$ cat config.mk
export PLATFORM = sky130hd
export DESIGN_NAME = vgs_pixmap
export DESIGN_NICKNAME = d
export VERILOG_FILES = /design/src/hdl/vgs_pkg.sv /design/src/hdl/vgs_pixmap.sv
export SDC_FILE = /design/constraint.sdc
export NUM_CORES = 1
export LEC_CHECK = 0
export ABC_AREA = 1
export ABC_CLOCK_PERIOD_IN_PS = 6500
export BUFFER_PORTS_ARGS = -buffer_cell sky130_fd_sc_hd__buf_2
export CAP_MARGIN = 20
export CORE_UTILIZATION = 24
export DETAILED_ROUTE_END_ITERATION = 6
export GPL_TIMING_DRIVEN = 1
export PLACE_DENSITY = 0.52
export SYNTH_ARGS = -nofsm -noshare
export SYNTH_HDL_FRONTEND = slang
export SYNTH_SLANG_ARGS = --single-unit
$ cat constraint.sdc
create_clock -name vclk -period 6.5
set_input_delay 0.65 -clock vclk [all_inputs]
set_output_delay 0.65 -clock vclk [all_outputs]
set_load 0.02 [all_outputs]
$ cat src/hdl/vgs_pkg.sv
// ----------------------------------------------------------------------------
// vgs_pkg
// Shared constants, opcodes and helpers for the grid scan frame buffer.
// ----------------------------------------------------------------------------
package vgs_pkg;

   localparam int DEF_GRID_COLUMNS = 24;
   localparam int DEF_LINES        = 32;

   localparam int BITS_PER_COLUMN  = 6;
   localparam int LINES_PER_WORD   = 8;
   localparam int WORD_W           = 48;
   localparam int CHUNK_W          = 3;
   localparam int POS_W            = 6;
   localparam int X_W              = 8;
   localparam int Y_W              = 5;
   localparam int X_VALUES         = 256;

   localparam logic OP_PIXEL_WRITE = 1'b0;
   localparam logic OP_SCAN_TICK   = 1'b1;

   // anode bits lit on even and odd grid positions
   localparam logic [BITS_PER_COLUMN-1:0] KEEP_EVEN = 6'h15;
   localparam logic [BITS_PER_COLUMN-1:0] KEEP_ODD  = 6'h2A;

   // anode bit of a pixel within its column, by x mod 6
   function automatic logic [BITS_PER_COLUMN-1:0] pixel_mask(input int r);
      logic [BITS_PER_COLUMN-1:0] m;
      case (r)
         0:       m = 6'h01;
         1:       m = 6'h04;
         2:       m = 6'h10;
         3:       m = 6'h20;
         4:       m = 6'h08;
         5:       m = 6'h02;
         default: m = 6'h00;
      endcase
      return m;
   endfunction

endpackage

$ cat src/hdl/vgs_pixmap.sv
// ----------------------------------------------------------------------------
// vgs_pixmap
// Maps a pixel coordinate to a frame store address and anode bit mask.
// ----------------------------------------------------------------------------
module vgs_pixmap
   import vgs_pkg::*;
#(
   parameter int GRID_COLUMNS = DEF_GRID_COLUMNS,
   parameter int LINES        = DEF_LINES
) (
   input  logic [X_W-1:0]                             pixel_x,
   input  logic [Y_W-1:0]                             pixel_y,
   output logic [$clog2(LINES*GRID_COLUMNS)-1:0]      pix_addr,
   output logic [BITS_PER_COLUMN-1:0]                 pix_mask,
   output logic                                       pix_ok
);

   localparam int ADDR_W = $clog2(LINES * GRID_COLUMNS);
   localparam int COL_W  = (GRID_COLUMNS > 1) ? $clog2(GRID_COLUMNS) : 1;

   logic [COL_W-1:0]           col_lut  [X_VALUES];
   logic [BITS_PER_COLUMN-1:0] mask_lut [X_VALUES];

   // column and bit tables over every x value, built at elaboration
   for (genvar gi = 0; gi < X_VALUES; gi++) begin : g_lut
      assign col_lut[gi]  = COL_W'((gi / BITS_PER_COLUMN) % GRID_COLUMNS);
      assign mask_lut[gi] = pixel_mask(gi % BITS_PER_COLUMN);
   end

   assign pix_addr = ADDR_W'(pixel_y * GRID_COLUMNS + col_lut[pixel_x]);
   assign pix_mask = mask_lut[pixel_x];
   assign pix_ok   = {1'b0, pixel_y} < (Y_W + 1)'(LINES);

endmodule

# Yosys cells after proc, flatten, opt, wreduce, memory -nomap -nowiden
# Memories as Yosys holds them, arrays and structs flattened.
# Cells that the tools add are included.
[op_classes]
mul = 1
order_cmp = 1
muxes = 4
addsub = 1
n_bitwise = 1
[op_table]
columns = ["op", "n"]
rows = [
  ["6-bit 2-to-1 mux", 2],
  ["10-bit by 5-bit adder with 10-bit output", 1],
  ["5-bit 2-to-1 mux", 2],
  ["9-bit >= comparator, second input constant", 1],
  ["8-bit NOT with 9-bit output", 1],
  ["5-bit by 2-bit multiplier with 7-bit output, second input constant", 1],
]
[totals]
output_inout_bits = 17
n_memories = 2
word_cells = 10
rom_bits = 2816
ff_bits = 0
in_bits = 13
[mem_list]
columns = ["memory", "depth", "width", "read_ports", "rd_clocked_by_memory_dff", "wr", "line_no", "rtl"]
rows = [
  ["(name not given)", 256, 6, 1, 0, 0, "vgs_pixmap.sv:31", "assign pix_mask = mask_lut[pixel_x];"],
  ["(name not given)", 256, 5, 1, 0, 0, "vgs_pixmap.sv:30", "assign pix_addr = ADDR_W'(pixel_y * GRID_COLUMNS + col_lut[pixel_x]);"],
]

# Longest topological paths before layout
# Gate-level depths: netlist (run 1).
[logic_depth]
depth_word = 5
ltp_mapped = 12
ltp_nobuf = 11

# Worst setup path before layout (run 1)
# OpenSTA, ideal clock, no wires.
[synth_timing]
path_type = "input to output"
start = "in pixel_x[5]"
end = "out pix_addr[9]"
n_path_buf = 1
setup_slack_ns = 3.313
arrival_time_ns = 2.537
t_required_ns = 5.850
cell_stages = 10
cell_sequence = "inv_1 -> buf_2 -> nor3_1 -> a21oi_1 -> ha_1 -> inv_1 -> fa_1 -> nor3b_1 -> nand3_1 -> xor2_1"
[synth_between]
elab_chain_len = 5
[synth_rtl]
columns = ["element", "line_no", "rtl"]
rows = [
  ["start: declaration", "vgs_pixmap.sv:11", "input logic [X_W-1:0] pixel_x,"],
  ["8-bit NOT with 9-bit output (implied by the code)", "vgs_pixmap.sv:30", ""],
  ["memory read 256 x 5 bit", "-", ""],
  ["5-bit 2-to-1 mux (implied by the code) (2 in series)", "vgs_pixmap.sv:30", ""],
  ["10-bit by 5-bit adder with 10-bit output", "vgs_pixmap.sv:30", ""],
  ["end: declaration", "vgs_pixmap.sv:13", "output logic [$clog2(LINES*GRID_COLUMNS)-1:0] pix_addr,"],
]
# Every way passes these cells. The select of a mux whose other input is x is not followed.

# Worst setup path after layout (run 1)
# Same ends and word-level chain as after synthesis.

==> key figures, run 1 <==
Cells and area
  • Filler cells: 517
  • Share of layout cells above drive strength 1: 16.0%
  • N_diodes: 0
  • Sequential cell count: 0
  • FF+latch area: 0 um^2
  • Nets@finish: 250
  • Fin util: 27.9%
  • Synth-to-Final Area Change: 12.2%
  • Most common cell after layout, fill and taps aside: nand2_1
  • Final instance area: 1220 um^2
  • Clock buffers: 0
  • Commonest non-fill, non-tap cells in the layout: nand2_1, nand3_1, buf_2, inv_1, ha_1

Global routing
  • GRT busiest layer: met2
  • Grt met2 use: 20.2%
  • Gr ovfl total: 0
  • Initial antenna violation count: 0
  • Vias in the first global route: 1164
  • Largest net degree at the start of global routing: 18
  • Met1 Usage GRT: 15.3%
  • Total track usage: 11.1%
  • GR Layer Usage met3: 0.581%
  • First-pass GRT wire length: 4750 um

Clock network
  • Setup bufs post-CTS: 0
  • # hold bufs at CTS: 0
  • Resized cells post-CTS: 0

Power and ir drop
  • Leakage dissipation: 0.692 nW
  • Total power: 0.126 mW
  • Power density cells: 104 nW/um^2
  • Max VDD drop: 0.0339 mV

Worst setup path
  • CP cell instances: buf_2 -> inv_1 -> nor3_1 -> a31oi_1 -> fa_1 -> nor3b_1 -> nand3_1 -> xor2_1 -> buf_2
  • Critical Path Fanout Max: 15
  • Critical path required time: 5.85 ns
  • Critical path destination: pix_addr[9]
  • Worst Setup Path Type: input pin to output port
  • Worst path most repeated cell: buf_2
  • CP startpoint: pixel_x[5]
  • Buffer and inverter count on the worst path: 3
  • Crit start category: input pin
  • CP endpoint kind: output port
  • Crit-path leading delay family: simple AND/OR/NAND/NOR gates
  • Slowest CP cell: fa_1
  • Largest stage delay on the critical path: 0.48 ns
  • Worst path depth: 9
  • WP data arrival: 2.88 ns

Yosys
  • Share of the synthesized area in the top cell type: 27.3%
  • Synth Warn #: 0
  • Mapped Area: 1080 um^2
  • Cell count after synthesis: 208
  • Top cells by area, synth: nand3_1, nand2_1, ha_1
  • Unique masters post-synth: 25
  • Syn Nets: 231
  • Seq/Total Area, Yosys: 0%
  • Cell taking the most area after synthesis: nand3_1
  • Synthesized area per cell: 5.21 um^2

Job
  • Max-Cap Viols: 0

STA
  • WHS: 1.69 ns
  • Setup TNS: 0 ns
  • RSZ-0062 raised after global routing: false
  • Fin. Hold Viols: 0
  • Pins Over Slew Limit: 0
  • Fmax: 283 MHz
  • Minimum clock period: 3.53 ns
  • Fin crit share: 54.3%
  • Final setup fails: 0

Min path
  • Hold depth: 3
  • HP Class: input pin to output port

Routing
  • Drt pass-1 iters: 4
  • DRT iter0 DRCs: 48
  • Vias: 1341
  • Vias per std cell: 4.84
  • Antenna Violating Nets Remaining: 0
  • Routed WL per cell: 9.81 um
  • Final wirelength: 2720 um
  • DRC: 0

Floorplan
  • Die width: 69.2 um
  • Row count: 24
  • DIE AREA: 4790 um^2
  • CORE AREA: 4350 um^2
  • Starting Density: 24.9%
  • I/O pins: 30
  • Die H: 69.2 um

Placement
  • DPL Wire Length: 2230 um
  • Area post-placement: 1220 um^2
  • Final Wtd Congestion: 0.818
  • Number of port buffers: 29

Outcome
  • Status: complete, no violations
## cell type report
class              count  area [um^2]  share of cell area, %
well taps             52         65.1                   5.35
inverters             18         67.6                   5.56
multi-input cells    178          938                   77.2
repair buffers        29          145                   11.9
## how the worst min path moves through the flow
stage | endpoint | slack, ns | from
6_report | pix_addr[3] | 1.69 | pixel_y[0]
5_1_grt | pix_addr[3] | 1.70 | pixel_y[0]
4_1_cts | pix_addr[3] | 1.69 | pixel_y[0]
3_5_place_dp | pix_addr[3] | 1.68 | pixel_y[0]
3_3_place_gp | pix_addr[3] | 1.69 | pixel_y[0]
2_1_floorplan | pix_addr[3] | 1.51 | pixel_y[0]
## cells in the mapped netlist
library cell	instances
xor2_1	5
nand3_1	59
conb_1	1
o221ai_1	1
xnor2_1	3
inv_2	5
buf_4	1
o21ai_0	6
nor3_1	1
inv_1	13
fa_1	2
nor2_4	1
clkbuf_1	2
a31oi_1	2
a21oi_1	7
nor2_1	1
buf_6	3
buf_2	5
ha_1	8
nand2_1	75
o21ai_1	1
buf_1	1
o211ai_1	3
nor3b_1	1
nor2_2	1
## stage by stage
step	instances	setup slack (ns)
2_1_floorplan	208	3.31
3_3_place_gp	277	3.01
3_5_place_dp	277	2.98
4_1_cts	277	2.96
5_1_grt	277	2.76
6_report	277	2.97
## metal layers
| metal | part of all wire, % | vias up |
|---|---|---|
| met5 | 0 | - |
| met4 | 0 | 0 |
| li1 | - | 725 |
| met3 | 4.0 | 0 |
| met2 | 47 | 22 |
| met1 | 49 | 594 |
## where the power goes
part / leakage (nW) / total [mW] / internal (mW) / switching (mW)
sequential: 0 / 0 / 0 / 0
combinational: 0.692 / 0.126 / 0.0432 / 0.0831
clock: 0 / 0 / 0 / 0
## kinds of logic after synthesis
family                   share of synthesized area (%)
AO/OA/AOI/OAI                                     10.5
XOR/XNOR                                          6.47
adder cells (fa/ha/maj)                           12.9
buffers and inverters                             13.4
other                                            0.346
AND/OR/NAND/NOR                                   56.4
Power figures use the tool's default switching activity.
==> run 2, diff against run 1 <==
- ABC_AREA: 1 -> 0
- ABC_CLOCK_PERIOD_IN_PS: 6500 -> 3700
- clock period: 6.5 -> 3.7 ns (I/O delays scaled with it)
==> key figures, run 2 <==
Outcome
  • Status: complete, no violations

Routing
  • Drt pass-1 iters: 4 (unchanged)
  • Final wirelength: 2310 um (-15%)
  • Vias per std cell: 5.14 (+6.1%)
  • Antenna Violating Nets Remaining: 0 (unchanged)
  • Vias: 1089 (-19%)
  • Routed WL per cell: 10.9 um (+11%)
  • DRT iter0 DRCs: 62 (+29%)
  • DRC: 0 (unchanged)

Placement
  • DPL Wire Length: 1780 um (-20%)
  • Final Wtd Congestion: 0.718 (-12%)
  • Number of port buffers: 29 (unchanged)

Cells and area
  • Commonest non-fill, non-tap cells in the layout: buf_2, nand2_1, nor2_1, o21ai_0, ha_1
  • Filler cells: 471 (-8.9%)
  • Nets@finish: 187 (-25%)
  • Synth-to-Final Area Change: 12.4%
  • FF+latch area: 0 um^2 (unchanged)
  • Area of the multi-input gates: 933 um^2 (-0.53%)
  • Sequential cell count: 0 (unchanged)
  • N_diodes: 0 (unchanged)
  • Most common cell after layout, fill and taps aside: buf_2
  • Clock buffers: 0 (unchanged)
  • Share of layout cells above drive strength 1: 23.5% (+7.5 points)

Floorplan
  • Die width: 67.8 um (-2.0%)
  • DIE AREA: 4590 um^2 (-4.0%)
  • Starting Density: 25.4% (+0.53 points)
  • Row count: 23 (-4.2%)
  • I/O pins: 30 (unchanged)
  • Die H: 67.8 um (-2.0%)
  • CORE AREA: 4090 um^2 (-6.1%)

STA
  • Pins Over Slew Limit: 0 (unchanged)
  • Fin crit share: 82.8%
  • Minimum clock period: 3.06 ns
  • Setup TNS: 0 ns (unchanged)
  • RSZ-0062 raised after global routing: false
  • Final setup fails: 0 (unchanged)
  • Fmax: 326 MHz
  • Fin. Hold Viols: 0 (unchanged)

Worst setup path
  • Crit start category: input pin
  • CP endpoint kind: output port
  • WP data arrival: 2.69 ns (-0.19 ns)
  • Critical path required time: 3.33 ns (-2.52 ns)
  • Critical Path Fanout Max: 25 (+10)
  • Worst Setup Path Type: input pin to output port

Global routing
  • Vias in the first global route: 935 (-20%)
  • Initial antenna violation count: 0 (unchanged)
  • Gr ovfl total: 0 (unchanged)
  • First-pass GRT wire length: 3860 um (-19%)
  • Total track usage: 10.1% (-1.0 points)
  • Largest net degree at the start of global routing: 26 (+8)

Min path
  • HP Class: input pin to output port

Yosys
  • Top cells by area, synth: ha_1, xnor2_1, nand2_1
  • Share of the synthesized area in the top cell type: 9.64% (-18 points)
  • Cell count after synthesis: 146 (-30%)
  • Synth top cells by count: nand2_1, nor2_1, ha_1, o21ai_0
  • Seq/Total Area, Yosys: 0% (unchanged)
  • Unique masters post-synth: 53 (+110%)
  • Syn Nets: 169 (-27%)
  • Cell taking the most area after synthesis: ha_1
  • Mapped Area: 1040 um^2 (-4.2%)
  • Synthesized area per cell: 7.11 um^2 (+37%)
  • Synth Warn #: 0 (unchanged)
  • Count leader, synth: nand2_1

Clock network
  • # hold bufs at CTS: 0 (unchanged)
  • Setup bufs post-CTS: 0 (unchanged)
  • Resized cells post-CTS: 0 (unchanged)

Power and ir drop
  • Power density cells: 179 nW/um^2 (+72%)
  • Total power: 0.209 mW (+65%)
  • Leakage dissipation: 0.522 nW (-25%)
  • Max VDD drop: 0.0406 mV (+20%)

Job
  • Max-Cap Viols: 0 (unchanged)
==> run 2: changes by cell type after synthesis, sizes merged, moves of 3 or more <==
cell and change:
nand3 -55, a211o +3, nand2 -62, nor2b +5
nor2 +6, and3 +4, inv -11, a22oi +3
nand3b +3, and3b +3, xnor2 +4
==> run 2: metrics by stage <==
step / instances / worst slack (ns) / utilization, % / instance area [um^2] / hold slack [ns]
after detailed placement: 212 / 0.636 / 28.6 / 1170 / 1.13
final: 212 / 0.637 / 28.6 / 1170 / 1.12
after floorplan: 146 / 0.846 / - / 1040 / 0.932
after CTS: 212 / 0.633 / 28.6 / 1170 / 1.13
after global placement: 212 / 0.739 / 28.6 / 1170 / 1.13
after global routing: 212 / 0.387 / 28.6 / 1170 / 1.16
==> run 2: metal layers <==
metal,part of all wire [%],vias to the layer above,global-route usage [%]
li1,-,574,-
met1,50,497,13.3
met2,45,18,18.8
met3,4.3,0,0.676
met4,0,0,0
met5,0,-,0
==> run 2: layout make-up <==
| class | instances | share of cell area, % |
|---|---|---|
| inverters | 7 | 2.25 |
| multi-input cells | 126 | 80.0 |
| well taps | 50 | 5.36 |
| repair buffers | 29 | 12.4 |
==> run 2: where the power goes <==
| group | internal, mW | total [mW] | switching (mW) |
|---|---|---|---|
| clock network | 0 | 0 | 0 |
| logic | 0.0821 | 0.209 | 0.127 |
| registers | 0 | 0 | 0 |
==> run 2: worst max-delay path, cell delays in order <==
cell and delay [ns]:
buf_2 0.23, inv_1 0.15, nand2_1 0.09, or3_1 0.31, nand2_1 0.09, inv_1 0.06
fa_1 0.44, nand3b_1 0.26, o32ai_1 0.36, a211o_1 0.16, buf_2 0.16
==> run 2: path summary, 6_finish.rpt <==
path                       start           to  cells after the start
worst max-delay path  pixel_x[4]  pix_addr[9]                     11
worst min-delay path  pixel_y[0]  pix_addr[3]                      3
==> run 2: cells by family (layout without fill, tap and decap cells) <==
logic type	count (synthesis)	in the layout	synth area share [%]
xor gates and xnor gates	10	10	8.43
muxes	2	2	1.93
other	1	1	0.361
AOI/OAI and AO/OA	49	49	36.7
buffers and inverters	20	36	10.1
and+or+nand+nor	54	54	28.9
adders and majority gates	10	10	13.5
