File: config.mk
export PLATFORM = sky130hd
export DESIGN_NAME = vgs_ctrl
export DESIGN_NICKNAME = d
export VERILOG_FILES = /design/src/hdl/vgs_pkg.sv /design/src/hdl/vgs_ctrl.sv
export SDC_FILE = /design/constraint.sdc
export NUM_CORES = 1
export LEC_CHECK = 0
export ABC_CLOCK_PERIOD_IN_PS = 7200
export BUFFER_PORTS_ARGS = -buffer_cell sky130_fd_sc_hd__buf_2
export CAP_MARGIN = 20
export CORE_MARGIN = 2
export CORE_UTILIZATION = 46
export DETAILED_ROUTE_END_ITERATION = 8
export HOLD_SLACK_MARGIN = 0.02
export PLACE_DENSITY = 0.74
export REMOVE_ABC_BUFFERS = 1
export SLEW_MARGIN = 30
export SYNTH_ARGS = -nofsm -noshare
export SYNTH_HDL_FRONTEND = slang
export SYNTH_SLANG_ARGS = --single-unit
File: constraint.sdc
create_clock -name clock -period 7.2 [get_ports clock]
set_input_delay 1.08 -clock clock [delete_from_list [all_inputs] [get_ports clock]]
set_output_delay 1.08 -clock clock [all_outputs]
set_load 0.01 [all_outputs]
File: src/hdl/vgs_pkg.sv
// ----------------------------------------------------------------------------
// vgs_pkg
// Shared constants, opcodes and helpers for the grid scan frame buffer.
// ----------------------------------------------------------------------------
package vgs_pkg;

   localparam int DEF_GRID_COLUMNS = 24;
   localparam int DEF_LINES        = 32;

   localparam int BITS_PER_COLUMN  = 6;
   localparam int LINES_PER_WORD   = 8;
   localparam int WORD_W           = 48;
   localparam int CHUNK_W          = 3;
   localparam int POS_W            = 6;
   localparam int X_W              = 8;
   localparam int Y_W              = 5;
   localparam int X_VALUES         = 256;

   localparam logic OP_PIXEL_WRITE = 1'b0;
   localparam logic OP_SCAN_TICK   = 1'b1;

   // anode bits lit on even and odd grid positions
   localparam logic [BITS_PER_COLUMN-1:0] KEEP_EVEN = 6'h15;
   localparam logic [BITS_PER_COLUMN-1:0] KEEP_ODD  = 6'h2A;

   // anode bit of a pixel within its column, by x mod 6
   function automatic logic [BITS_PER_COLUMN-1:0] pixel_mask(input int r);
      logic [BITS_PER_COLUMN-1:0] m;
      case (r)
         0:       m = 6'h01;
         1:       m = 6'h04;
         2:       m = 6'h10;
         3:       m = 6'h20;
         4:       m = 6'h08;
         5:       m = 6'h02;
         default: m = 6'h00;
      endcase
      return m;
   endfunction

endpackage

File: src/hdl/vgs_ctrl.sv
// ----------------------------------------------------------------------------
// vgs_ctrl
// Item sequencer: pixel read-modify-write, scan read stream, word
// assembly and the result register.
// ----------------------------------------------------------------------------
module vgs_ctrl
   import vgs_pkg::*;
#(
   parameter int GRID_COLUMNS = DEF_GRID_COLUMNS,
   parameter int LINES        = DEF_LINES
) (
   input  logic                                  clock,
   input  logic                                  reset,
   // input channel
   input  logic                                  req_valid,
   output logic                                  req_stall,
   input  logic                                  req_opcode,
   input  logic                                  req_pixel_on,
   // mapped pixel
   input  logic [$clog2(LINES*GRID_COLUMNS)-1:0] pix_addr,
   input  logic [BITS_PER_COLUMN-1:0]            pix_mask,
   input  logic                                  pix_ok,
   // frame store port
   output logic                                  mem_en,
   output logic                                  mem_we,
   output logic [$clog2(LINES*GRID_COLUMNS)-1:0] mem_addr,
   output logic [BITS_PER_COLUMN-1:0]            mem_wdata,
   input  logic [BITS_PER_COLUMN-1:0]            mem_rdata,
   input  logic                                  clear_busy,
   // result channel
   output logic                                  rsp_valid,
   input  logic                                  rsp_stall,
   output logic [WORD_W-1:0]                     rsp_shift_word,
   output logic [CHUNK_W-1:0]                    rsp_chunk_index,
   output logic                                  rsp_last_chunk
);

   localparam int ADDR_W     = $clog2(LINES * GRID_COLUMNS);
   localparam int LINE_W     = $clog2(LINES);
   localparam int LCNT_W     = $clog2(LINES + 1);
   localparam int DATA_WORDS = (LINES + LINES_PER_WORD - 1) / LINES_PER_WORD;
   localparam int POS_LIMIT  = 2 * GRID_COLUMNS - 1;

   typedef enum logic [2:0] {
      ST_IDLE,
      ST_WR_RD,
      ST_WR_WB,
      ST_SCAN,
      ST_GRID
   } state_type;

   state_type                  state_ff;
   logic [ADDR_W-1:0]          wr_addr_ff;
   logic [BITS_PER_COLUMN-1:0] wr_mask_ff;
   logic                       wr_on_ff;
   logic [POS_W-1:0]           pos_ff;
   logic [LCNT_W-1:0]          rd_line_ff;
   logic                       rd_pend_ff;
   logic [LINE_W-1:0]          pend_line_ff;
   logic [WORD_W-1:0]          acc_ff;
   logic [WORD_W-1:0]          acc_in;
   logic                       acc_full_ff;
   logic [CHUNK_W-1:0]         acc_chunk_ff;
   logic                       rsp_valid_ff;
   logic [WORD_W-1:0]          rsp_word_ff;
   logic [CHUNK_W-1:0]         rsp_chunk_ff;
   logic                       rsp_last_ff;

   logic                       accept;
   logic                       out_free;
   logic                       acc_move;
   logic                       lines_left;
   logic                       pend_last;
   logic                       issue;
   logic                       scan_done;
   logic                       grid_load;
   logic [BITS_PER_COLUMN-1:0] keep;
   logic [POS_W:0]             pos_inc;

   assign accept    = req_valid && !req_stall;
   assign req_stall = (state_ff != ST_IDLE) || clear_busy;

   assign out_free   = !rsp_valid_ff || !rsp_stall;
   assign acc_move   = acc_full_ff && out_free;
   assign lines_left = rd_line_ff < LCNT_W'(LINES);
   assign pend_last  = (pend_line_ff[2:0] == 3'd7) || (pend_line_ff == LINE_W'(LINES - 1));
   assign keep       = pos_ff[0] ? KEEP_ODD : KEEP_EVEN;

   // first line of a group waits until the previous word can leave the
   // accumulator by the time its data lands
   assign issue = (state_ff == ST_SCAN) && lines_left &&
                  !((rd_line_ff[2:0] == 3'd0) &&
                    ((acc_full_ff && !out_free) || (rd_pend_ff && pend_last)));

   assign scan_done = (state_ff == ST_SCAN) && !lines_left && !rd_pend_ff &&
                      (!acc_full_ff || out_free);
   assign grid_load = (state_ff == ST_GRID) && out_free;
   assign pos_inc   = {1'b0, pos_ff} + 1'b1;

   always_comb begin
      acc_in = acc_ff;
      if (pend_line_ff[2:0] == 3'd0) begin
         acc_in = '0;
      end
      acc_in[pend_line_ff[2:0] * BITS_PER_COLUMN +: BITS_PER_COLUMN] = mem_rdata & keep;
   end

   always_comb begin
      mem_en    = 1'b0;
      mem_we    = 1'b0;
      mem_addr  = wr_addr_ff;
      mem_wdata = wr_on_ff ? (mem_rdata | wr_mask_ff) : (mem_rdata & ~wr_mask_ff);
      case (state_ff)
         ST_WR_RD: begin
            mem_en = 1'b1;
         end
         ST_WR_WB: begin
            mem_en = 1'b1;
            mem_we = 1'b1;
         end
         ST_SCAN: begin
            mem_en   = issue;
            mem_addr = ADDR_W'(rd_line_ff * GRID_COLUMNS + pos_ff[POS_W-1:1]);
         end
         default: begin
            mem_en = 1'b0;
         end
      endcase
   end

   always_ff @(posedge clock) begin
      if (reset) begin
         state_ff     <= ST_IDLE;
         pos_ff       <= '0;
         rd_pend_ff   <= 1'b0;
         acc_full_ff  <= 1'b0;
         rsp_valid_ff <= 1'b0;
      end else begin
         case (state_ff)
            ST_IDLE: begin
               if (accept) begin
                  if (req_opcode == OP_SCAN_TICK) begin
                     state_ff   <= ST_SCAN;
                     rd_line_ff <= '0;
                  end else if (pix_ok) begin
                     state_ff <= ST_WR_RD;
                  end
               end
            end
            ST_WR_RD: begin
               state_ff <= ST_WR_WB;
            end
            ST_WR_WB: begin
               state_ff <= ST_IDLE;
            end
            ST_SCAN: begin
               if (scan_done) begin
                  state_ff <= ST_GRID;
               end
            end
            ST_GRID: begin
               if (grid_load) begin
                  state_ff <= ST_IDLE;
                  pos_ff   <= (pos_inc >= (POS_W + 1)'(POS_LIMIT)) ? '0 : pos_inc[POS_W-1:0];
               end
            end
            default: begin
               state_ff <= ST_IDLE;
            end
         endcase

         if (accept) begin
            wr_addr_ff <= pix_addr;
            wr_mask_ff <= pix_mask;
            wr_on_ff   <= req_pixel_on;
         end

         rd_pend_ff <= issue;
         if (issue) begin
            rd_line_ff   <= rd_line_ff + 1'b1;
            pend_line_ff <= rd_line_ff[LINE_W-1:0];
         end

         // read data lands in the cycle after issue
         if (rd_pend_ff) begin
            acc_ff       <= acc_in;
            acc_chunk_ff <= CHUNK_W'(pend_line_ff >> 3);
         end
         if (rd_pend_ff && pend_last) begin
            acc_full_ff <= 1'b1;
         end else if (acc_move) begin
            acc_full_ff <= 1'b0;
         end

         if (acc_move) begin
            rsp_valid_ff <= 1'b1;
            rsp_word_ff  <= acc_ff;
            rsp_chunk_ff <= acc_chunk_ff;
            rsp_last_ff  <= 1'b0;
         end else if (grid_load) begin
            rsp_valid_ff <= 1'b1;
            rsp_word_ff  <= WORD_W'(2'b11) << pos_ff;
            rsp_chunk_ff <= CHUNK_W'(DATA_WORDS);
            rsp_last_ff  <= 1'b1;
         end else if (!rsp_stall) begin
            rsp_valid_ff <= 1'b0;
         end
      end
   end

   assign rsp_valid       = rsp_valid_ff;
   assign rsp_shift_word  = rsp_word_ff;
   assign rsp_chunk_index = rsp_chunk_ff;
   assign rsp_last_chunk  = rsp_last_ff;

endmodule

# Yosys cells after proc, flatten, opt, wreduce, memory -nomap -nowiden
# Cells that the tools add are included.
dict set report word_totals {
  ff_bits 142
  inputBits 30
}
dict set report classes {
  n_eq_ne 11
  n_shift 3
  n_mul 2
  bitwise_logic 5
  reduce_logical 41
  addsub 4
  n_mux 28
  order_cmp 2
}
# operator n
set ops {}
lappend ops {{2-to-1 mux 48 bit} 3}
lappend ops {{bitwise mux 48 bit} 1}
lappend ops {{variable shift 6 x 34 -> 48 bit (first input constant)} 1}
lappend ops {{variable part select 6 x 34 -> 48 bit} 1}
lappend ops {{<< shifter 2 x 6 -> 48 bit (first input constant)} 1}
lappend ops {{2-to-1 mux 6 bit} 7}
lappend ops {{negation 6 -> 34 bit} 1}
lappend ops {{2-to-1 mux 3 bit} 6}
lappend ops {{AND 6 bit} 2}
lappend ops {{case mux 3 bit (4 select lines)} 1}
lappend ops {{logical AND 1 bit} 11}
lappend ops {{adder 10 x 5 -> 10 bit} 1}
lappend ops {{2-to-1 mux 10 bit} 1}
lappend ops {{AND reduction 2 bit} 5}
lappend ops {{nonzero test 2 bit} 5}
lappend ops {{logical NOT 3 bit} 3}
lappend ops {{logical NOT 1 bit} 8}
lappend ops {{AND reduction 4 bit} 2}
lappend ops {{adder 6 x 1 -> 7 bit (second input constant)} 1}
lappend ops {{greater-or-equal comparator 7 x 6 -> 1 bit (second input constant)} 1}
lappend ops {{multiplier 6 x 2 -> 7 bit (second input constant)} 1}
lappend ops {{2-to-1 mux 1 bit} 7}
lappend ops {{adder 6 x 1 -> 6 bit (second input constant)} 1}
lappend ops {{equality test 3 x 2 -> 1 bit (second input constant)} 2}
lappend ops {{other kinds (16)} 23}

# Logic depth before layout (Yosys ltp)
# Gate-level depths: netlist of run 1.
dict set report logic_depth {
  depth_word 10
  mapped_depth 11
}

# Worst setup path after synthesis of run 1
# Ideal clock, no wire load.
dict set report synth_path {
  path_kind {input to register}
  startpoint {input port rsp_stall}
  endpoint {register rsp_chunk_ff[0], in the netlist rsp_chunk_index[0], enable pin}
  n_path_buf 1
  arrival_ns 4.110
  slack_ns 2.614
  cell_stages 5
  cell_sequence {nand2_1 -> and2_1 -> clkbuf_1 -> inv_1 -> a21oi_1}
}
dict set report synth_via {
  elab_chain_len 5
  word_cells_on_any_way 6
}
# element line
set synth_rtl {}
lappend synth_rtl {{start: declaration} vgs_ctrl.sv:32} ;# input logic rsp_stall,
lappend synth_rtl {{logical NOT 1 bit (*)} -}
lappend synth_rtl {{logical OR 1 bit (*)} vgs_ctrl.sv:83} ;# assign out_free = !rsp_valid_ff || !rsp_stall;
lappend synth_rtl {{logical AND 1 bit, on equally long branches} {vgs_ctrl.sv:84, vgs_ctrl.sv:97}}
lappend synth_rtl {{nonzero test 2 bit (no source line) (*)} -}
lappend synth_rtl {{AND reduction 2 bit (no source line) (*)} -}
lappend synth_rtl {{end signal: assignment} vgs_ctrl.sv:198} ;# rsp_chunk_ff <= acc_chunk_ff;
lappend synth_rtl {{end signal: assignment} vgs_ctrl.sv:203} ;# rsp_chunk_ff <= CHUNK_W'(DATA_WORDS);
lappend synth_rtl {{end: declaration} vgs_ctrl.sv:66} ;# logic [CHUNK_W-1:0] rsp_chunk_ff;
# Mark *: on every way between the ends. The rest lies on a longest branch, timed or not.
# A chain may end at the register's enable or synchronous reset.

==> results of run 1 <==
[final cells by class]
class / count / area [µm²] / area share, %
multi-input combinational: 465 / 2860 / 33.8
sequential: 141 / 4110 / 48.6
clock inverter: 11 / 166 / 1.97
timing repair buffer: 105 / 536 / 6.33
tap: 211 / 264 / 3.12
inverter: 22 / 82.6 / 0.976
clock buffer: 21 / 440 / 5.20
[kinds of logic after synthesis]
family	count (synthesis)
compound gates	150
xor+xnor	18
fa+ha+maj	22
buf+inv	57
flops	141
mux	16
simple gates	259
[how the worst min path moves through the flow]
| stage | from | end | slack (ns) | depth (start not counted) |
|---|---|---|---|---|
| CTS | pend_line_ff[3] | acc_chunk_ff[0] | 0.42 | 0 |
| global route | pend_line_ff[3] | acc_chunk_ff[0] | 0.43 | 0 |
| detailed placement | pend_line_ff[3] | acc_chunk_ff[0] | 0.41 | 0 |
| global placement | pend_line_ff[3] | acc_chunk_ff[0] | 0.40 | 0 |
| finish | pend_line_ff[3] | acc_chunk_ff[0] | 0.42 | 0 |
| floorplan | pend_line_ff[3] | acc_chunk_ff[0] | 0.40 | 0 |
[registers in the layout (all words and copies together) (netlist names), 2 cells and up]
| name | flops |
|---|---|
| pos_ff | 6 |
| state_ff | 3 |
| rd_line_ff | 6 |
| wr_addr_ff | 10 |
| pend_line_ff | 5 |
| rsp_chunk_index | 2 |
| rsp_shift_word | 48 |
| wr_mask_ff | 6 |
| acc_ff | 48 |
| acc_chunk_ff | 2 |
[layer usage]
layer / GRT usage, % / vias up / wire length [µm]
met3: 4.91 / 37 / 1140
li1: - / 2611 / -
met5: 0 / - / 0
met4: 9.02 / 0 / 513
met1: 30.4 / 2626 / 7730
met2: 34.8 / 243 / 8350
[worst max-delay path: stages (launching register included)]
cell and delay (ns):
edfxtp_1 0.75, ha_1 0.50, fa_1 0.49, xnor2_4 0.43, nand3_1 0.19, inv_1 0.09
ha_1 0.28, nor4_1 0.58, nand3_1 0.36, a31oi_1 0.33
[synth_stat cells, types with 6 or more instances]
cell type  count  area share [%]
xor2_1         7            0.85
xnor2_1        7            0.85
nand3_1       26             1.8
a32o_1         6            0.83
a21oi_1       37             2.6
clkbuf_1      28             1.5
nor2b_1       13             1.1
ha_1          19             3.3
a22oi_1        9            0.94
and3_1         7            0.61
nand2_1       87             4.5
nor2_1        84             4.4
nor3_1         9            0.63
a31oi_1        6            0.52
dfxtp_1       12             3.3
mux2_2        11             1.7
inv_1         22             1.1
nor4_1         7            0.61
a22o_1        16             1.9
edfxtp_1     129              54
o21ai_0       46             3.2
[stage by stage]
stage	setup slack (ns)	hold WS, ns	instance area (µm²)	total power [mW]	util [%]
6_report	2.88	0.419	8460	2.14	55.5
5_1_grt	2.59	0.427	8460	2.22	55.5
4_1_cts	2.86	0.421	8460	2.15	55.4
3_5_place_dp	2.88	0.407	7850	1.25	51.5
3_3_place_gp	2.97	0.403	7850	1.24	51.5
2_1_floorplan	1.81	0.400	7040	1.15	-
[power groups by stage]
stage | combinational (mW) | clock [mW] | sequential (mW)
finish | 0.262 | 0.908 | 0.974
global route | 0.287 | 0.951 | 0.979
CTS | 0.262 | 0.914 | 0.974
detailed placement | 0.259 | 0 | 0.990
global placement | 0.255 | 0 | 0.987
floorplan | 0.148 | 0 | 0.998
==> flow_metrics.tcl, run 1 <==
set metrics [dict create \
    layout.cells.non_filler 976 \
    p_int_mw 1.61 \
    synth_area_um2 7200 \
    syn_inst 663 \
    ys_async_sr_fraction_pct 0 \
    dp.cells 944 \
    cts_resized 0 \
    yosysWarnings 0 \
    setup_viol_count_final 0 \
    n_fill_cell 1285 \
    synthAdderAreaFrac_pct 4.13 \
    r2r-end "acc_ff[5]" \
    r2r_cells 9 \
    cts_tree "built" \
    clkSlewWorstSetupHoldPaths_ns 0.06 \
    startpoint_type "register" \
    clock_skew_ns 0.00648 \
    ys_ff_latch 141 \
    switchingPower_uw 530 \
    synthMuxAreaShare_pct 2.41 \
    clock.fmax_mhz 231 \
    p_comb_share_pct 12.2 \
    drc_errors 0 \
    syn_to_final_growth_pct 17.5 \
    synth_cell_type_count 62 \
    ant_nets 0 \
    clock-root-buffer "clkbuf_16" \
    worstPathRequired_ns 7.31 \
    drtIter0Drc 574 \
    synth.avg_cell_area_um2 10.9 \
    switching_share_pct 24.7 \
    clock-sinks 141 \
    fin_nets 804 \
    synth_flop_cell "edfxtp_1" \
    placementRows 45 \
    die_w_um 129 \
    dp_hpwl_um 12900 \
    seqPwrFrac_pct 45.4 \
    critPathArrivalTime_ns 4.43 \
    core_um2 15300 \
    drive_gt1_share_pct 20.5 \
    drt_wl_total_um 17700 \
    fp.dieH_um 129 \
    firstDrtPassIters 7 \
    antenna_found_initial 0 \
    die_area_um2 16700 \
    hp-class "reg -> reg" \
    crit_fanout 25 \
    crit_end "acc_ff[5]" \
    final_cell_mix "edfxtp_1, buf_2, nand2_1" \
    hold_buffers 0 \
    track_usage_pct 22.3 \
    overflow 0 \
    max-slew-margin-rel_pct 41.1 \
    grt_pass1_vias 5200 \
    grt_max_degree 53 \
    wl_per_cell_um 18.2 \
    vias 5517 \
    ir_worst_vdd_mv 0.143 \
    synthSimpleGateAreaFrac_pct 16.4 \
    fin_setup_tns_ns 0 \
    p_per_area_nw_per_um2 253 \
    timing.final.crit_share_pct 60.0 \
    cts_made_buffers 17 \
    io_pins 102 \
    worstReg2RegStart "pend_line_ff[0]" \
    synth_top_family_by_area "simple AND/OR/NAND/NOR gates" \
    gp_congestion 0.919 \
    diodes 0 \
    layout_commonest_cell "edfxtp_1" \
    p_leak_nw 3.04 \
    final-hold-violation-count 0 \
    r2r_setup_slack_ns 2.88 \
    synth-compound-area-share_pct 13.4 \
    synth_edf_count 129 \
    port_buffers 101 \
    clock_latency_ns 0.42 \
    via_per_inst 5.65 \
    ys_seq_area_share_pct 57.1 \
    final.min_clock_period_ns 4.32 \
    end_kind "register" \
    maxSlewViolCount 0 \
    grt_first_pass_wirelength_um 27900 \
    worstMarginPinSlew_ns 0.884 \
    path_class "reg -> reg" \
    outcome "completed" \
    worstSetupStartpoint "pend_line_ff[0]" \
    rsz0062_at_grt "no" \
    cts_htree_levels 4 \
    cap_viol_max_count 0 \
    clkPwrFrac_pct 42.4 \
    clockBufferDepth 2 \
    post-cts-setup-buffers 0 \
    start_util_pct 47.2 \
    synthXorXnorAreaFrac_pct 3.18 \
]
Note: power is estimated with default switching activity, not from simulation.
==> inputs of run 2 (changes only) <==
--- a/config.mk
+++ b/config.mk
@@ -5,7 +5,8 @@
 export SDC_FILE = /design/constraint.sdc
 export NUM_CORES = 1
 export LEC_CHECK = 0
-export ABC_CLOCK_PERIOD_IN_PS = 7200
+export ABC_AREA = 1
+export ABC_CLOCK_PERIOD_IN_PS = 4440
 export BUFFER_PORTS_ARGS = -buffer_cell sky130_fd_sc_hd__buf_2
 export CAP_MARGIN = 20
 export CORE_MARGIN = 2
==> constraint.sdc (replaced) <==
create_clock -name clock -period 4.44 [get_ports clock]
set_input_delay 0.666 -clock clock [delete_from_list [all_inputs] [get_ports clock]]
set_output_delay 0.666 -clock clock [all_outputs]
set_load 0.01 [all_outputs]
==> run 2 against run 1 <==
Die area is 0.36% higher; hold slack worse by 0.012 ns; worst setup slack got worse by 2.4 ns; critical endpoint is now acc_ff[31]; maximum frequency grew 8.0%; core utilization is 0.22 points higher; clock-buffer cell count shrank 4; clock skew increased by 0.0015 ns; largest power group unchanged; register-to-register slack got worse by 2.4 ns; synthesized cell count is 16% higher; global-route usage is 0.79 points lower.
==> flow_metrics.tcl, run 2 <==
set metrics [dict create \
    outcome "completed" \
    crit_fanout 13 \
    r2r_cells 10 \
    max-slew-margin-rel_pct 40.7 \
    synth_area_um2 7230 \
    r2r-end "acc_ff[31]" \
    cp_num_cells 10 \
    io_pins 102 \
    dp.cells 1056 \
    hold_buffers 0 \
    startpoint_type "register" \
    drive_gt1_share_pct 18.9 \
    p_per_area_nw_per_um2 336 \
    clock_latency_ns 0.43 \
    antenna_found_initial 0 \
    r2r_setup_slack_ns 0.44 \
    clock-root-buffer "clkbuf_16" \
    final-hold-violation-count 0 \
    wl_per_cell_um 16.0 \
    clock_skew_ns 0.00800 \
    holdWs_ns 0.407 \
    end_kind "register" \
    cts_resized 0 \
    cts_made_buffers 17 \
    post-route-cell-area_um2 8500 \
    worstSetupStartpoint "pend_line_ff[0]" \
    synthTopCellsByCount "nand2_1, edfxtp_1, nor2_1" \
    clockBufferDepth 2 \
    clock.fmax_mhz 250 \
    final_cell_mix "nand2_1, edfxtp_1, buf_2" \
    final.min_clock_period_ns 4.00 \
    synth.avg_cell_area_um2 9.44 \
    synth_top_area_cell "edfxtp_1" \
    cts_tree "built" \
    cts_htree_levels 4 \
    grt_first_pass_wirelength_um 27600 \
    placementRows 45 \
    worstPathRequired_ns 4.55 \
    cp_top_family "adder cells" \
    syn_to_final_growth_pct 17.5 \
    dpl-instance-area_um2 7940 \
    overflow 0 \
    critPathArrivalTime_ns 4.12 \
    layout_commonest_cell "nand2_1" \
    clkSlewWorstSetupHoldPaths_ns 0.07 \
    layout.cells.non_filler 1088 \
    ir_worst_vdd_mv 0.287 \
    via_per_inst 5.36 \
    post-cts-setup-buffers 0 \
    p_leak_nw 3.36 \
    drtIter0Drc 613 \
    yosysWarnings 0 \
    maxSlewViolCount 0 \
    grt_max_degree 50 \
    synth_flop_cell "edfxtp_1" \
    ys_ff_latch 141 \
    worstReg2RegStart "pend_line_ff[0]" \
    ys_async_sr_fraction_pct 0 \
    start_util_pct 47.4 \
    gp_congestion 0.926 \
    setup_viol_count_final 0 \
    worstMarginPinSlew_ns 0.880 \
    cp_slowest_stage_delay_ns 0.60 \
    ys_seq_area_share_pct 56.9 \
    fin_nets 916 \
    timing.final.crit_share_pct 90.2 \
    fp.dieH_um 129 \
    yosysMostFrequentCell "nand2_1" \
    crit_path_cell_trace "ha_1, fa_1, nor2_1, nand2_1, inv_1, ha_1, clkinv_1, nor3_4, nand2_1, a21oi_1" \
    port_buffers 101 \
    synth_edf_count 129 \
    die_w_um 129 \
    syn_inst 766 \
    hp-class "in -> reg" \
    fin_setup_tns_ns 0 \
    cp_num_buf_inv 2 \
    firstDrtPassIters 5 \
    core_um2 15300 \
    track_usage_pct 21.5 \
    clock-sinks 141 \
    die_area_um2 16700 \
    cp_slowest_cell "fa_1" \
    ant_nets 0 \
    synth.top_cell.area_share_pct 53.6 \
    drc_errors 0 \
    crit_end "acc_ff[31]" \
    path_class "reg -> reg" \
    dp_hpwl_um 12500 \
    vias 5835 \
    synth_cell_type_count 42 \
    synthTopCellsByArea "edfxtp_1, nand2_1, nor2_1, o21ai_0, dfxtp_1" \
    cap_viol_max_count 0 \
    grt_pass1_vias 5636 \
    rsz0062_at_grt "no" \
    diodes 0 \
    drt_wl_total_um 17400 \
]
==> run 2: changes by cell type after synthesis, sizes merged, moves of 8 or more <==
| cell | change |
|---|---|
| clkbuf | -9 |
| nand2 | +93 |
| nor2 | +18 |
| a21oi | +9 |
| a22o | -15 |
| inv | +47 |
| o21ai | +8 |
| nor2b | -13 |
| nand4 | +10 |
| a22oi | -8 |
| nor3 | +11 |
| a32o | +9 |
==> run 2: worst register-to-register path, stage by stage (launching register included) <==
cell	delay, ns
edfxtp_1	0.58
ha_1	0.38
fa_1	0.60
nor2_1	0.09
nand2_1	0.07
inv_1	0.05
ha_1	0.53
clkinv_1	0.37
nor3_4	0.56
nand2_1	0.19
a21oi_1	0.27
==> run 2: final cells by class <==
| cell class | instances | area (µm²) |
|---|---|---|
| sequential | 141 | 4110 |
| tap | 211 | 264 |
| inverter | 71 | 272 |
| fill | 1344 | 6760 |
| multi-input combinational | 525 | 2730 |
| clock inverter | 15 | 135 |
| timing repair buffer | 108 | 558 |
| clock buffer | 17 | 425 |
==> run 2: power by group <==
group	total [mW]	internal, mW	switching (mW)
registers	1.44	1.44	0.00383
logic	0.0703	0.0291	0.0413
clock network	1.34	0.733	0.607
==> run 2: cells by family (layout without fill, tap and decap cells) <==
group,Yosys count,in the layout,share of synthesized area [%]
and+or+nand+nor,360,360,21.2
DFF,141,141,56.9
AOI/OAI and AO/OA,130,130,10.5
buffers and inverters,100,211,5.57
adders and majority gates,22,22,4.12
xor gates and xnor gates,9,9,1.09
muxes,4,4,0.623
==> run 2: how the worst min path moves through the flow <==
stage          slack (ns)            start  cells past startpoint              end
2_1_floorplan        0.40  pend_line_ff[3]                      0  acc_chunk_ff[0]
3_3_place_gp         0.40  pend_line_ff[3]                      0  acc_chunk_ff[0]
3_5_place_dp         0.41  pend_line_ff[4]                      0  acc_chunk_ff[1]
4_1_cts              0.40      pix_addr[8]                      1    wr_addr_ff[8]
5_1_grt              0.39      pix_addr[9]                      1    wr_addr_ff[9]
6_report             0.41      pix_addr[3]                      1    wr_addr_ff[3]
==> run 2: metrics by stage <==
step | setup slack, ns | utilization [%] | total power, mW
finish | 0.436 | 55.7 | 2.85
global route | 0.152 | 55.7 | 2.92
CTS | 0.488 | 55.7 | 2.86
detailed placement | 0.502 | 52.0 | 1.54
global placement | 0.639 | 52.0 | 1.54
floorplan | 0.408 | - | 1.51
==> run 2: layer usage <==
| layer | global-route usage, % | vias up | share of wire, % |
|---|---|---|---|
| met3 | 5.24 | 31 | 7.5 |
| met5 | 0 | - | 0 |
| met2 | 35.9 | 260 | 49 |
| li1 | - | 2838 | - |
| met4 | 7.74 | 0 | 1.8 |
| met1 | 27.3 | 2706 | 42 |
==> inputs of run 3 (changes only) <==
--- a/config.mk
+++ b/config.mk
@@ -10,10 +10,10 @@
 export BUFFER_PORTS_ARGS = -buffer_cell sky130_fd_sc_hd__buf_2
 export CAP_MARGIN = 20
 export CORE_MARGIN = 2
-export CORE_UTILIZATION = 46
+export CORE_UTILIZATION = 41
 export DETAILED_ROUTE_END_ITERATION = 8
 export HOLD_SLACK_MARGIN = 0.02
-export PLACE_DENSITY = 0.74
+export PLACE_DENSITY = 0.68
 export REMOVE_ABC_BUFFERS = 1
 export SLEW_MARGIN = 30
 export SYNTH_ARGS = -nofsm -noshare
==> run 3 against run 2 <==
Sequential power barely moved; worst setup slack gained 0.082 ns; routed wire length about the same; critical path depth is the same; clock-buffer cell count up 1; core utilization fell by 6.0 points; combinational power about the same; global-route usage shrank 2.0 points; largest power group is now clock.
==> flow_metrics.tcl, run 3 (synthesis gave the netlist of run 2 again) <==
set metrics [dict create \
    outcome "completed" \
    switchingPower_uw 629 \
    overflow 0 \
    cts_tree "built" \
    cts_made_buffers 17 \
    cts_htree_levels 4 \
    fin_nets 916 \
    drive_gt1_share_pct 18.8 \
    clockBufferDepth 2 \
    crit_fanout 13 \
    seqPwrFrac_pct 48.2 \
    placementRows 48 \
    drt_wl_total_um 17400 \
    gp_congestion 0.919 \
    layout_commonest_cell "nand2_1" \
    post-route-cell-area_um2 8560 \
    r2r-end "acc_ff[32]" \
    drc_errors 0 \
    path_class "reg -> reg" \
    grt_max_degree 50 \
    cp_num_buf_inv 2 \
    worstReg2RegStart "pend_line_ff[0]" \
    holdWs_ns 0.407 \
    fin_ws_ns 0.518 \
    layout.cells.non_filler 1102 \
    final-hold-violation-count 0 \
    clock_skew_ns 0.00866 \
    max-slew-margin-rel_pct 42.7 \
    diodes 0 \
    cp_top_family "adder cells" \
    crit_end "acc_ff[32]" \
    die_area_um2 18700 \
    die_w_um 137 \
    grt_pass1_vias 5380 \
    switching_share_pct 21.0 \
    port_buffers 101 \
    post-cts-setup-buffers 0 \
    rsz0062_at_grt "no" \
    cp_num_cells 10 \
    hp-class "in -> reg" \
    grt_first_pass_wirelength_um 27600 \
    via_per_inst 5.25 \
    crit_path_cell_trace "ha_1, fa_1, nor2_1, nand2_1, inv_1, ha_1, clkinv_1, nor3_4, nand2_1, a21oi_1" \
    dpl-instance-area_um2 7950 \
    vias 5786 \
    worstPathRequired_ns 4.55 \
    p_comb_share_pct 2.4 \
    clock-root-buffer "clkbuf_16" \
    p_leak_nw 3.39 \
    fin_setup_tns_ns 0 \
    busiest_layer "met2" \
    io_pins 102 \
    wl_per_cell_um 15.8 \
    cp_slowest_stage_delay_ns 0.60 \
    syn_to_final_growth_pct 18.5 \
    cap_viol_max_count 0 \
    dp_hpwl_um 12500 \
    pre_cts_ws_ns 0.562 \
    firstDrtPassIters 7 \
    power_mw 2.99 \
    clkPwrFrac_pct 49.4 \
    track_usage_pct 19.5 \
    drtIter0Drc 564 \
    worstSetupStartpoint "pend_line_ff[0]" \
    cp_slowest_cell "fa_1" \
    cts_resized 0 \
    dp.cells 1070 \
    p_int_mw 2.36 \
    fin_util_pct 49.7 \
    fp.dieH_um 137 \
    ir_worst_vdd_mv 0.268 \
    final.min_clock_period_ns 3.92 \
    clkSlewWorstSetupHoldPaths_ns 0.06 \
    worstMarginPinSlew_ns 0.850 \
    r2r_setup_slack_ns 0.52 \
    clock.fmax_mhz 255 \
    core_um2 17200 \
    end_kind "register" \
    final_cell_mix "nand2_1, edfxtp_1, buf_2" \
    timing.final.crit_share_pct 88.3 \
    r2r_cells 10 \
    p_per_area_nw_per_um2 349 \
    grtUsageMet3_pct 4.59 \
    use_met1_pct 25.7 \
    start_util_pct 41.9 \
    ant_nets 0 \
    critPathArrivalTime_ns 4.03 \
    maxSlewViolCount 0 \
    antenna_found_initial 0 \
    startpoint_type "register" \
    clock_latency_ns 0.43 \
    hold_buffers 0 \
    n_fill_cell 1565 \
    use_met2_pct 31.7 \
    setup_viol_count_final 0 \
    clock-sinks 141 \
]
[run 3: cell types whose count changed in the layout (fill, tap and decap cells not counted)]
cell / previous run / this run
clkinvlp_4: 3 / 2
inv_6: 4 / 5
clkbuf_1: 0 / 1
inv_8: 3 / 1
clkinv_2: 2 / 1
clkinv_8: 1 / 0
bufinv_16: 0 / 3
[run 3: routing by layer]
metal	up-vias	part of all wire [%]
li1	2835	-
met1	2693	44
met4	0	1.7
met5	-	0
met2	230	48
met3	28	7.0
[run 3: power by group through the flow]
stage / clock network [mW] / logic (mW) / registers [mW]
2_1_floorplan: 0 / 0.0376 / 1.47
3_3_place_gp: 0 / 0.0699 / 1.47
6_report: 1.48 / 0.0705 / 1.44
5_1_grt: 1.55 / 0.0793 / 1.44
3_5_place_dp: 0 / 0.0703 / 1.47
4_1_cts: 1.49 / 0.0710 / 1.44
[run 3: cell type report]
| type | instances | area, µm² | area share, % |
|---|---|---|---|
| Sequential cell | 141 | 4110 | 48.0 |
| Multi-Input combinational cell | 525 | 2730 | 31.8 |
| Timing Repair Buffer | 108 | 558 | 6.52 |
| Clock buffer | 18 | 429 | 5.01 |
| Tap cell | 225 | 282 | 3.29 |
| Inverter | 71 | 272 | 3.17 |
| Clock inverter | 14 | 183 | 2.13 |
[run 3: worst min path at each step]
stage / start / end / slack, ns / cells after the start
floorplan: pend_line_ff[3] / acc_chunk_ff[0] / 0.40 / 0
global placement: pend_line_ff[3] / acc_chunk_ff[0] / 0.40 / 0
detailed placement: pend_line_ff[3] / acc_chunk_ff[0] / 0.41 / 0
CTS: pix_mask[0] / wr_mask_ff[0] / 0.40 / 1
global route: pix_mask[0] / wr_mask_ff[0] / 0.40 / 1
finish: pix_mask[0] / wr_mask_ff[0] / 0.41 / 1
[run 3: worst reg2reg max path: cells and delay by family, from the launching register on]
family                   cells  cell delay, ns
adder cells (fa/ha/maj)      3            1.52
AND/OR/NAND/NOR              4            0.86
flip-flops                   1            0.57
AO/OA/AOI/OAI                1            0.25
buffers and inverters        2            0.41
